`src/sv/bdfc_pkg.sv`:
```
// shared types and constants of the bit destuffing frame checker
`default_nettype none
package bdfc_pkg;

  localparam int unsigned KEPT_W    = 17;
  localparam int unsigned TOTAL_W   = 13;
  localparam int unsigned RUN_W     = 3;
  localparam int unsigned MAXBITS_W = 16;

  localparam logic [KEPT_W-1:0]    KEPT_MAX       = 17'h1FFFF;
  localparam logic [TOTAL_W-1:0]   TOTAL_MAX      = 13'h1FFF;
  localparam logic [MAXBITS_W-1:0] MAX_BITS_RESET = 16'd8000;

  localparam int unsigned QUEUE_DEPTH = 4;
  localparam int unsigned QPTR_W      = 2;
  localparam int unsigned QCNT_W      = 3;

  typedef enum logic [1:0] {
    ST_OK        = 2'd0,
    ST_VIOLATION = 2'd1,
    ST_NOT_BYTE  = 2'd2,
    ST_TOO_LONG  = 2'd3
  } status_t;

  // work handed from the front to the back: an optional byte, an optional status
  typedef struct packed {
    logic                has_byte;
    logic [7:0]          data_byte;
    logic                has_status;
    status_t             status_code;
    logic [TOTAL_W-1:0]  byte_total;
  } entry_t;

  // queue state seen by both sides
  typedef struct packed {
    logic empty;
    logic full;
  } qstat_t;

endpackage
`default_nettype wire

```
`src/sv/bdfc_in_if.sv`:
```
// input bit channel
`default_nettype none
interface bdfc_in_if;
  logic valid;
  logic ready;
  logic bit_in;
  logic frame_end;

  modport source (output valid, output bit_in, output frame_end, input ready);
  modport sink   (input valid, input bit_in, input frame_end, output ready);
endinterface
`default_nettype wire

```
`src/sv/bdfc_cfg_if.sv`:
```
// configuration write channel carrying max_bits
`default_nettype none
interface bdfc_cfg_if;
  logic        valid;
  logic        ready;
  logic [15:0] max_bits;

  modport source (output valid, output max_bits, input ready);
  modport sink   (input valid, input max_bits, output ready);
endinterface
`default_nettype wire

```
`src/sv/bdfc_front.sv`:
```
// front end: destuffs each bit, packs bytes and classifies the frame status
`default_nettype none
module bdfc_front #(
  parameter int unsigned RUN_LIMIT = 5
) (
  input  wire logic            clk,
  input  wire logic            rst_n,
  bdfc_in_if.sink              in_chan,
  bdfc_cfg_if.sink             cfg_chan,
  input  wire bdfc_pkg::qstat_t qstat,
  output logic                 push,
  output bdfc_pkg::entry_t     push_entry
);

  localparam logic [bdfc_pkg::RUN_W-1:0] RUN_LIM = bdfc_pkg::RUN_W'(RUN_LIMIT);

  logic [bdfc_pkg::MAXBITS_W-1:0] max_bits_r, max_bits_nxt;
  logic [bdfc_pkg::RUN_W-1:0]     ones_r, ones_nxt, ones_upd;
  logic [bdfc_pkg::KEPT_W-1:0]    kept_r, kept_nxt, kept_upd;
  logic [7:0]                     shift_r, shift_nxt, shift_upd;
  logic                           viol_r, viol_nxt, viol_upd;
  logic                           accept;
  logic                           emit_byte;
  bdfc_pkg::status_t              code;
  logic [bdfc_pkg::TOTAL_W-1:0]   total;

  assign in_chan.ready  = !qstat.full;
  assign cfg_chan.ready = 1'b1;
  assign accept         = in_chan.valid && in_chan.ready;

  always_comb begin
    ones_upd  = ones_r;
    kept_upd  = kept_r;
    shift_upd = shift_r;
    viol_upd  = viol_r;
    emit_byte = 1'b0;
    if (!viol_r) begin
      if (ones_r == RUN_LIM) begin
        if (in_chan.bit_in) begin
          viol_upd = 1'b1;
        end else begin
          ones_upd = '0;
        end
      end else begin
        ones_upd  = in_chan.bit_in ? ones_r + 1'b1 : '0;
        shift_upd = {shift_r[6:0], in_chan.bit_in};
        if (kept_r != bdfc_pkg::KEPT_MAX) begin
          kept_upd  = kept_r + 1'b1;
          emit_byte = (kept_upd[2:0] == 3'd0);
        end
      end
    end
  end

  // status from the updated state
  always_comb begin
    if (viol_upd) begin
      code = bdfc_pkg::ST_VIOLATION;
    end else if (kept_upd[2:0] != 3'd0) begin
      code = bdfc_pkg::ST_NOT_BYTE;
    end else if (kept_upd > {1'b0, max_bits_r}) begin
      code = bdfc_pkg::ST_TOO_LONG;
    end else begin
      code = bdfc_pkg::ST_OK;
    end
    total = kept_upd[bdfc_pkg::KEPT_W-1] ? bdfc_pkg::TOTAL_MAX
                                          : kept_upd[bdfc_pkg::KEPT_W-2:3];
  end

  always_comb begin
    push                   = accept && (emit_byte || in_chan.frame_end);
    push_entry.has_byte    = emit_byte;
    push_entry.data_byte   = shift_upd;
    push_entry.has_status  = in_chan.frame_end;
    push_entry.status_code = code;
    push_entry.byte_total  = total;
  end

  always_comb begin
    max_bits_nxt = cfg_chan.valid ? cfg_chan.max_bits : max_bits_r;
    ones_nxt     = ones_r;
    kept_nxt     = kept_r;
    shift_nxt    = shift_r;
    viol_nxt     = viol_r;
    if (accept) begin
      if (in_chan.frame_end) begin
        ones_nxt  = '0;
        kept_nxt  = '0;
        shift_nxt = '0;
        viol_nxt  = 1'b0;
      end else begin
        ones_nxt  = ones_upd;
        kept_nxt  = kept_upd;
        shift_nxt = shift_upd;
        viol_nxt  = viol_upd;
      end
    end
  end

  always_ff @(posedge clk) begin
    if (!rst_n) begin
      max_bits_r <= bdfc_pkg::MAX_BITS_RESET;
      ones_r     <= '0;
      kept_r     <= '0;
      shift_r    <= '0;
      viol_r     <= 1'b0;
    end else begin
      max_bits_r <= max_bits_nxt;
      ones_r     <= ones_nxt;
      kept_r     <= kept_nxt;
      shift_r    <= shift_nxt;
      viol_r     <= viol_nxt;
    end
  end

endmodule
`default_nettype wire

```
`src/flat_wrapper.sv`:
```
// flat-port wrapper written by rule: the top's interface ports become plain ports
module bdfc_front_flat 
#(
  parameter int unsigned RUN_LIMIT = 5
)
  (clk, rst_n, qstat, push, push_entry, in_chan_valid, in_chan_bit_in, in_chan_frame_end, in_chan_ready, cfg_chan_valid, cfg_chan_max_bits, cfg_chan_ready);
  bdfc_in_if in_chan_i ();
  bdfc_cfg_if cfg_chan_i ();
  input  wire logic clk;
  input  wire logic rst_n;
  input  wire bdfc_pkg::qstat_t qstat;
  output logic push;
  output bdfc_pkg::entry_t push_entry;
  input wire logic [$bits(in_chan_i.valid)-1:0] in_chan_valid;
  input wire logic [$bits(in_chan_i.bit_in)-1:0] in_chan_bit_in;
  input wire logic [$bits(in_chan_i.frame_end)-1:0] in_chan_frame_end;
  output wire logic [$bits(in_chan_i.ready)-1:0] in_chan_ready;
  input wire logic [$bits(cfg_chan_i.valid)-1:0] cfg_chan_valid;
  input wire logic [$bits(cfg_chan_i.max_bits)-1:0] cfg_chan_max_bits;
  output wire logic [$bits(cfg_chan_i.ready)-1:0] cfg_chan_ready;
  assign in_chan_i.valid = in_chan_valid;
  assign in_chan_i.bit_in = in_chan_bit_in;
  assign in_chan_i.frame_end = in_chan_frame_end;
  assign in_chan_ready = in_chan_i.ready;
  assign cfg_chan_i.valid = cfg_chan_valid;
  assign cfg_chan_i.max_bits = cfg_chan_max_bits;
  assign cfg_chan_ready = cfg_chan_i.ready;
  bdfc_front #(.RUN_LIMIT(RUN_LIMIT)) u_core (.clk(clk), .rst_n(rst_n), .in_chan(in_chan_i), .cfg_chan(cfg_chan_i), .qstat(qstat), .push(push), .push_entry(push_entry));
endmodule
```
`config.mk`:
```
export PLATFORM = sky130hd
export DESIGN_NAME = bdfc_front_flat
export DESIGN_NICKNAME = d
export VERILOG_FILES = /design/src/sv/bdfc_pkg.sv /design/src/sv/bdfc_in_if.sv /design/src/sv/bdfc_cfg_if.sv /design/src/sv/bdfc_front.sv /design/src/flat_wrapper.sv
export SDC_FILE = /design/constraint.sdc
export NUM_CORES = 1
export LEC_CHECK = 0
export BUFFER_PORTS_ARGS = -buffer_cell sky130_fd_sc_hd__buf_4
export CORE_MARGIN = 1.5
export CORE_UTILIZATION = 61
export DETAILED_ROUTE_END_ITERATION = 7
export PLACE_DENSITY = 0.94
export RECOVER_POWER = 50
export REMOVE_ABC_BUFFERS = 1
export SETUP_SLACK_MARGIN = 0.3
export SYNTH_ARGS = -nofsm -noshare
export SYNTH_HDL_FRONTEND = slang
export SYNTH_SLANG_ARGS = --single-unit
```
`constraint.sdc`:
```
create_clock -name clk -period 6.9 [get_ports clk]
set_input_delay 0.69 -clock clk [delete_from_list [all_inputs] [get_ports clk]]
set_output_delay 0.69 -clock clk [all_outputs]
set_load 0.02 [all_outputs]
```
After elaboration in Yosys (flattened, before gate mapping)
Index checks and enable logic that the tools add are counted.
{"block": "word_totals", "reg_bits": 45}
{"block": "op_classes", "n_reduce_logical": 7, "n_lt_le_gt_ge": 1, "mux": 23, "add_sub_neg": 2, "eq_ne": 4}
{"op": "2-to-1 mux 17 bit", "count": 4}
{"op": "2-to-1 mux 8 bit", "count": 3}
{"op": "adder 17 x 1 -> 17 bit (second input constant)", "count": 1}
{"op": "greater-than comparator 17 x 16 -> 1 bit", "count": 1}
{"op": "!= test 17 bit (second input constant)", "count": 1}
{"op": "2-to-1 mux 3 bit", "count": 5}
{"op": "2-to-1 mux 13 bit", "count": 1}
{"op": "2-to-1 mux 1 bit", "count": 7}
{"op": "2-to-1 mux 2 bit", "count": 3}
{"op": "adder 3 x 1 -> 3 bit (second input constant)", "count": 1}
{"op": "== test 3 bit (second input constant)", "count": 1}
{"op": "zero test 3 bit", "count": 1}
{"op": "!= test 3 bit (second input constant)", "count": 1}
{"op": "AND reduction 3 bit", "count": 1}
{"op": "nonzero test 3 bit", "count": 1}
{"op": "logical AND 1 bit", "count": 2}
{"op": "!= test 2 bit (second input constant)", "count": 1}
{"op": "zero test 1 bit", "count": 1}
{"op": "logical OR 1 bit", "count": 1}

Depth between registers and ports, before layout
Gate-level depths: netlist (run 1).
{"block": "depth", "ltp_word": 8, "ltp_mapped": 12, "depth_no_buf": 12}

Worst setup path after synthesis (run 1)
OpenSTA, ideal clock, no wires.
{"block": "synth_path", "path_kind": "reg2out", "from": "register u_core.ones_r[1] (netlist bit)", "to": "output port push_entry[14] (netlist bit)", "setup_slack_ps": 3054, "n_path_buf": 0, "required_ps": 6210, "path_stages_with_launch": 13, "arrival_time_ps": 3156, "cell_sequence": "dfxtp_1 -> inv_1 -> ha_1 -> a21o_2 -> nor3_2 -> and4bb_2 -> xor2_1 -> ha_1 -> a21o_1 -> a21oi_1 -> or3b_2 -> o31a_1 -> o31a_1"}
{"element": "start: declaration", "line_no": "bdfc_front.sv:18", "source": "logic [bdfc_pkg::RUN_W-1:0] ones_r, ones_nxt, ones_upd;"}
{"element": "start signal: assignment", "line_no": "bdfc_front.sv:109", "source": "ones_r <= ones_nxt;"}
{"element": "end: declaration", "line_no": "flat_wrapper.sv:13", "source": "output bdfc_pkg::entry_t push_entry;"}

==> results of run 1 <==
-- worst paths after layout --
| check | start | end | slack (ps) | depth (start not counted) |
|---|---|---|---|---|
| setup / recovery | u_core.ones_r[1] | push_entry[14] | 1780 | 12 |
| hold / removal | u_core.max_bits_r[8] | u_core.max_bits_r[8] | 500 | 2 |
| setup reg to reg | u_core.ones_r[1] | u_core.kept_r[15] | 4090 | 7 |
| hold reg to reg | u_core.max_bits_r[8] | u_core.max_bits_r[8] | 500 | 2 |
-- layer usage --
layer	vias to the layer above	track usage (%)	part of all wire [%]
met5	-	0	0
met4	0	9.85	2.4
met3	19	6.25	6.5
met2	110	49.1	49
met1	1309	35.5	42
li1	1363	-	-
-- stage by stage --
stage | worst slack (ps) | hold slack (ps) | cells | area, um^2 | utilization, %
4_1_cts | 2180 | 501 | 458 | 3350 | 71.3
5_1_grt | 1530 | 531 | 458 | 3310 | 70.5
3_3_place_gp | 2600 | 476 | 450 | 3260 | 69.4
3_5_place_dp | 2520 | 485 | 450 | 3260 | 69.4
2_1_floorplan | 3000 | 460 | 347 | 2820 | -
6_report | 1780 | 502 | 458 | 3310 | 70.5
-- cells in the mapped netlist, types with 8 or more instances --
master     n
xor2_1     9
nor2_1    35
a31oi_1    9
inv_1     22
ha_1      20
nand3_1   15
nand4_1    8
a22oi_1   12
mux2i_1   10
o211ai_1   8
nand2_1   52
dfxtp_1   45
clkbuf_1  19
a21oi_1   16
-- logic make-up (layout without fill, tap and decap cells) --
kind of cell | Yosys count | after routing
muxes | 12 | 12
and+or+nand+nor | 163 | 163
DFF | 45 | 45
AOI/OAI and AO/OA | 68 | 68
adders and majority gates | 20 | 20
xor gates and xnor gates | 16 | 16
buffers and inverters | 50 | 79
other | 1 | 1
-- flip-flops by register name, summed over array words and instances (netlist names) --
name,cells
u_core.kept_r,17
u_core.viol_r,1
u_core.shift_r,8
u_core.max_bits_r,16
u_core.ones_r,3
-- where the power goes --
group          total, uW  switching, uW  internal, uW  leakage [uW]
logic               58.0           34.4          23.6       0.00114
registers            271           4.02           267      0.000367
clock network        168           96.3          72.0     0.0000445
total                497            135           362       0.00155
-- final cells by class --
| class | count | area (um^2) | share of cell area (%) |
|---|---|---|---|
| clock inverter | 3 | 21.3 | 0.643 |
| tap | 54 | 67.6 | 2.04 |
| clock buffer | 5 | 68.8 | 2.08 |
| sequential | 45 | 901 | 27.2 |
| inverter | 22 | 82.6 | 2.50 |
| timing repair buffer | 49 | 349 | 10.6 |
| multi-input combinational | 280 | 1820 | 54.9 |
-- tightest hold or removal path, delay by kind of cell (launching register included) --
family	cells	cell delay (ps)
flops	1	310
buf+inv	1	70
compound gates	1	80
==> results.json, run 1 <==
{
  "die_y_um": 72.5,
  "synth_xor_area_share_pct": 4.76,
  "power_uw": 497,
  "period_minus_slack_ps": 5120,
  "grt_pass1_vias": 2659,
  "synth_seq_area_share_pct": 30.6,
  "synth_top_area_share_pct": 30.6,
  "synth.area.mux_share_pct": 4.16,
  "fin_nets": 447,
  "worst_pin_slew_ps": 1150,
  "cts_tree": "yes",
  "path_clk_slew_ps": 90,
  "root_buffer": "clkbuf_8",
  "required_ps": 6210,
  "synth_area_um2": 2940,
  "post_cts_buffers": 0,
  "routed_wl_um": 7120,
  "crit_chain": "inv_1 -> ha_1 -> a21o_1 -> nor4_1 -> nand3_1 -> xnor2_1 -> ha_1 -> a21oi_1 -> or3b_2 -> o31a_1 -> o31a_1 -> buf_4",
  "fmax_mhz": 195,
  "port_buffers": 49,
  "cts_hold_buf": 0,
  "vias_per_cell": 6.12,
  "dr_total_vias": 2801,
  "synth-edff-count": 0,
  "yosysTopAreaCell": "dfxtp_1",
  "synth-seq-cells": 45,
  "die_area_um2": 5250,
  "synth-async-reset-ratio_pct": 0,
  "cts_buffers": 5,
  "start_util_pct": 62.7,
  "grt_overflow": 0,
  "dieWidth_um": 72.5,
  "place_congestion": 0.933,
  "mostFrequentLayoutCell": "nand2_1",
  "syn_to_final_growth_pct": 12.3,
  "setup_tns_ps": 0,
  "antenna_found_initial": 0,
  "rsz0062_at_grt": "no",
  "path_class": "register to output pin",
  "synthAdderAreaFrac_pct": 8.50,
  "crit_family": "simple AND/OR/NAND/NOR gates",
  "cellPowerDensity_nw_per_um2": 150,
  "clock_latency_ps": 300,
  "cp_slowest_cell": "nor4_1",
  "synth_top_family_by_area": "simple AND/OR/NAND/NOR gates",
  "cp_max_fo": 16,
  "most-common-layout-cells": "nand2_1, dfxtp_1, buf_4",
  "end_kind": "output pin",
  "p_leak_uw": 0.00155,
  "syn_area_per_cell_um2": 7.85,
  "drt-wirelength-per-cell_um": 15.5,
  "io-pin-count": 52,
  "peakVddDrop_mv": 0.118,
  "crit_buf_inv": 2,
  "setup_violations": 0,
  "grt_pass1_wl_um": 11900,
  "yosysUniqueCellTypes": 53,
  "synth_flop_cell": "dfxtp_1",
  "htreeDepth": 2,
  "slew_viol_final": 0,
  "synth_cells": 375,
  "drc": 0,
  "drtIter0Drc": 265,
  "start_kind": "register",
  "slowest_delay_ps": 900,
  "hold_path.class": "register to register",
  "cap_violations": 0,
  "yosysWarnings": 0,
  "fin_crit_sh_pct": 74.1,
  "synth_area_leaders": "dfxtp_1, ha_1, nand2_1",
  "final_layout_size_suffix_gt1_share_pct": 16.8,
  "rows": 25,
  "cts_resized": 0,
  "hold_viol_final": 0,
  "cts_sinks": 45,
  "core_region_area_um2": 4690,
  "num_antenna_cells": 0,
  "dp_hpwl_um": 5090,
  "status": "completed",
  "drt_pre_antenna_iters": 4,
  "synth_compound_area_share_pct": 15.3,
  "fin_skew_ps": 6.64,
  "maxSlewHeadroom_pct": 23.5,
  "yosys.area_share.simple_pct": 29.6,
  "arrival_ps": 4430,
  "grt_max_degree": 33,
  "grt_usage_pct": 28.6,
  "fillCellCount": 387,
  "ant_nets": 0,
  "clockBufferDepth": 2
}
No activity file was read; power rests on OpenSTA's default activity.
==> run 2, diff against run 1 <==
- ABC_AREA: not set -> 1
- CORE_UTILIZATION: 61 -> 51
- PLACE_DENSITY: 0.94 -> 0.85
- clock period: 6.9 -> 4.7 ns (I/O delays scaled with it)
==> run 2 against run 1 <==
Compared with the run above: synthesized cell count up 15%; flip-flop and latch count unchanged; via count up 0.39%; worst setup slack worse by 1100 ps; cell area up 0.61%; critical path type unchanged; critical endpoint unchanged.
==> results.json, run 2 <==
{
  "status": "completed",
  "synth_area_um2": 2860,
  "drt_pre_antenna_iters": 4,
  "synth_seq_area_share_pct": 31.5,
  "clock_latency_ps": 300,
  "ant_nets": 0,
  "root_buffer": "clkbuf_8",
  "port_buffers": 49,
  "cp_slowest_cell": "dfxtp_1",
  "final_layout_size_suffix_gt1_share_pct": 17.2,
  "slowest_delay_ps": 390,
  "grt_pass1_wl_um": 11100,
  "p_leak_uw": 0.00170,
  "synth_top_area_share_pct": 31.5,
  "cts_buffers": 5,
  "maxSlewHeadroom_pct": 22.7,
  "dp_hpwl_um": 4720,
  "io-pin-count": 52,
  "crit_top_cell": "nand2_1",
  "utilization_pct": 61.2,
  "reg_top3": "u_core.kept_r: 17 flops, u_core.max_bits_r: 16 flops, u_core.shift_r: 8 flops",
  "synth.most_common_cell": "nand2_1",
  "cap_violations": 0,
  "mostFrequentLayoutCell": "nand2_1",
  "worstHoldStart": "cfg_chan_max_bits[10]",
  "antenna_found_initial": 0,
  "fin_skew_ps": 6.85,
  "setup_tns_ps": 0,
  "fin_nets": 521,
  "grt_pass1_vias": 2655,
  "path_clk_slew_ps": 80,
  "htreeDepth": 2,
  "synth_flop_cell": "dfxtp_1",
  "crit_chain": "ha_1 -> nand2_1 -> nand2_1 -> clkinvlp_4 -> nand2_4 -> nor2_1 -> or2_2 -> nand2_1 -> inv_1 -> ha_1 -> nand2_1 -> nor2_1 -> nand3_1 -> nand2_1 -> nand2_1 -> nand3_1 -> nand2_1 -> nand2_1 -> nand2_1 -> nand2_1 -> nand2_1 -> a21oi_1 -> buf_4",
  "most-common-layout-cells": "nand2_1, inv_1, buf_4",
  "yosysUniqueCellTypes": 34,
  "die_area_um2": 6060,
  "setup_violations": 0,
  "drtIter0Drc": 170,
  "cp_max_fo": 9,
  "dr_total_vias": 2812,
  "rows": 27,
  "synth-seq-cells": 45,
  "vias_per_cell": 5.12,
  "die_y_um": 77.8,
  "routed_wl_um": 6530,
  "hold_path.class": "primary input to register",
  "cts_tree": "yes",
  "synth-edff-count": 0,
  "place_congestion": 0.832,
  "busiest_layer": "met2",
  "period_minus_slack_ps": 3990,
  "cellPowerDensity_nw_per_um2": 225,
  "place_ws_ps": 1070,
  "cts_sinks": 45,
  "synth-async-reset-ratio_pct": 0,
  "grt_use_met3_pct": 4.59,
  "grt_max_degree": 34,
  "worst_pin_slew_ps": 1160,
  "drc": 0,
  "fin_hold_ws_ps": 375,
  "grt_use_met1_pct": 27.3,
  "yosysTopAreaCell": "dfxtp_1",
  "grt_usage_pct": 22.9,
  "clockBufferDepth": 2,
  "dieWidth_um": 77.8,
  "start_kind": "register",
  "num_antenna_cells": 0,
  "path_class": "register to output pin",
  "fmax_mhz": 250,
  "end_kind": "output pin",
  "peakVddDrop_mv": 0.146,
  "synth_area_leaders": "dfxtp_1, nand2_1, ha_1",
  "core_region_area_um2": 5440,
  "fin_crit_sh_pct": 85.0,
  "grt_overflow": 0,
  "syn_area_per_cell_um2": 6.60,
  "layout_setup_ws_ps": 707,
  "fillCellCount": 528,
  "synth_cells": 433,
  "largest_reg_flops": 17,
  "slew_viol_final": 0,
  "largest-register": "u_core.kept_r",
  "required_ps": 4230,
  "power_uw": 747,
  "rsz0062_at_grt": "no",
  "start_util_pct": 52.5,
  "met2_usage_pct": 39.5,
  "yosysWarnings": 0,
  "syn_to_final_growth_pct": 16.5,
  "ys_top_cells_by_count": "nand2_1, inv_1, a21oi_1",
  "drt-wirelength-per-cell_um": 11.9,
  "r2r_start": "u_core.ones_r[1]",
  "hold_viol_final": 0,
  "arrival_ps": 3520,
  "cts_hold_buf": 0,
  "critPathLaunch": "u_core.ones_r[0]"
}
run 2: changes by cell type after synthesis, sizes merged, moves of 8 or more:
cell	delta
xor2	-9
nor2	-16
a21oi	+34
mux2i	-10
o21ai	+22
nand2	+86
inv	+45
a31oi	-8
clkbuf	-8
a22oi	-12
run 2: what timing repair did:
item                                    4_1_cts  5_1_grt
setup buffers                                 0        2
resized for setup                             0        1
endpoints found under the setup margin        0        2
run 2: layer usage:
| metal | part of all wire [%] | vias to the layer above |
|---|---|---|
| li1 | - | 1474 |
| met1 | 45 | 1248 |
| met2 | 47 | 75 |
| met3 | 5.0 | 15 |
| met4 | 2.4 | 0 |
| met5 | 0 | - |
run 2: through the flow:
step                instances  instance area, um^2
floorplan                 416                 2770
global placement          540                 3250
detailed placement        540                 3250
CTS                       547                 3330
global route              549                 3330
finish                    549                 3330
run 2: cell families after synthesis:
family,after synthesis,share of synthesized area (%)
adders and majority gates,20,8.76
AOI/OAI and AO/OA,83,15.2
other,1,0.131
xor gates and xnor gates,3,0.920
and+or+nand+nor,197,31.3
DFF,45,31.5
buffers and inverters,84,12.1
run 2: path summary, 6_finish.rpt:
kind	to	depth (start not counted)	slack (ps)
setup / recovery	push_entry[14]	23	710
hold / removal	u_core.max_bits_r[10]	3	370
setup reg to reg	u_core.kept_r[14]	11	2580
hold reg to reg	u_core.max_bits_r[3]	2	470
run 2: report_power, final:
group / internal [uW] / leakage, uW / switching, uW / total [uW]
clock: 117 / 0.0000443 / 129 / 246
sequential: 393 / 0.000367 / 4.61 / 398
combinational: 38.0 / 0.00129 / 65.2 / 103
run 2: worst max-delay path, delay by kind of cell (launching register included):
kind	cells	cell delay (ps)
AND/OR/NAND/NOR	17	1760
adder cells (fa/ha/maj)	2	460
buffers and inverters	3	450
flip-flops	1	390
AO/OA/AOI/OAI	1	160
run 2: layout make-up:
cell class                 instances  area [um^2]  share of cell area, %
tap                               72         90.1                   2.71
multi-input combinational        304         1610                   48.3
sequential                        45          901                   27.1
clock buffer                       7         86.3                   2.59
timing repair buffer              54          387                   11.6
inverter                          67          258                   7.75
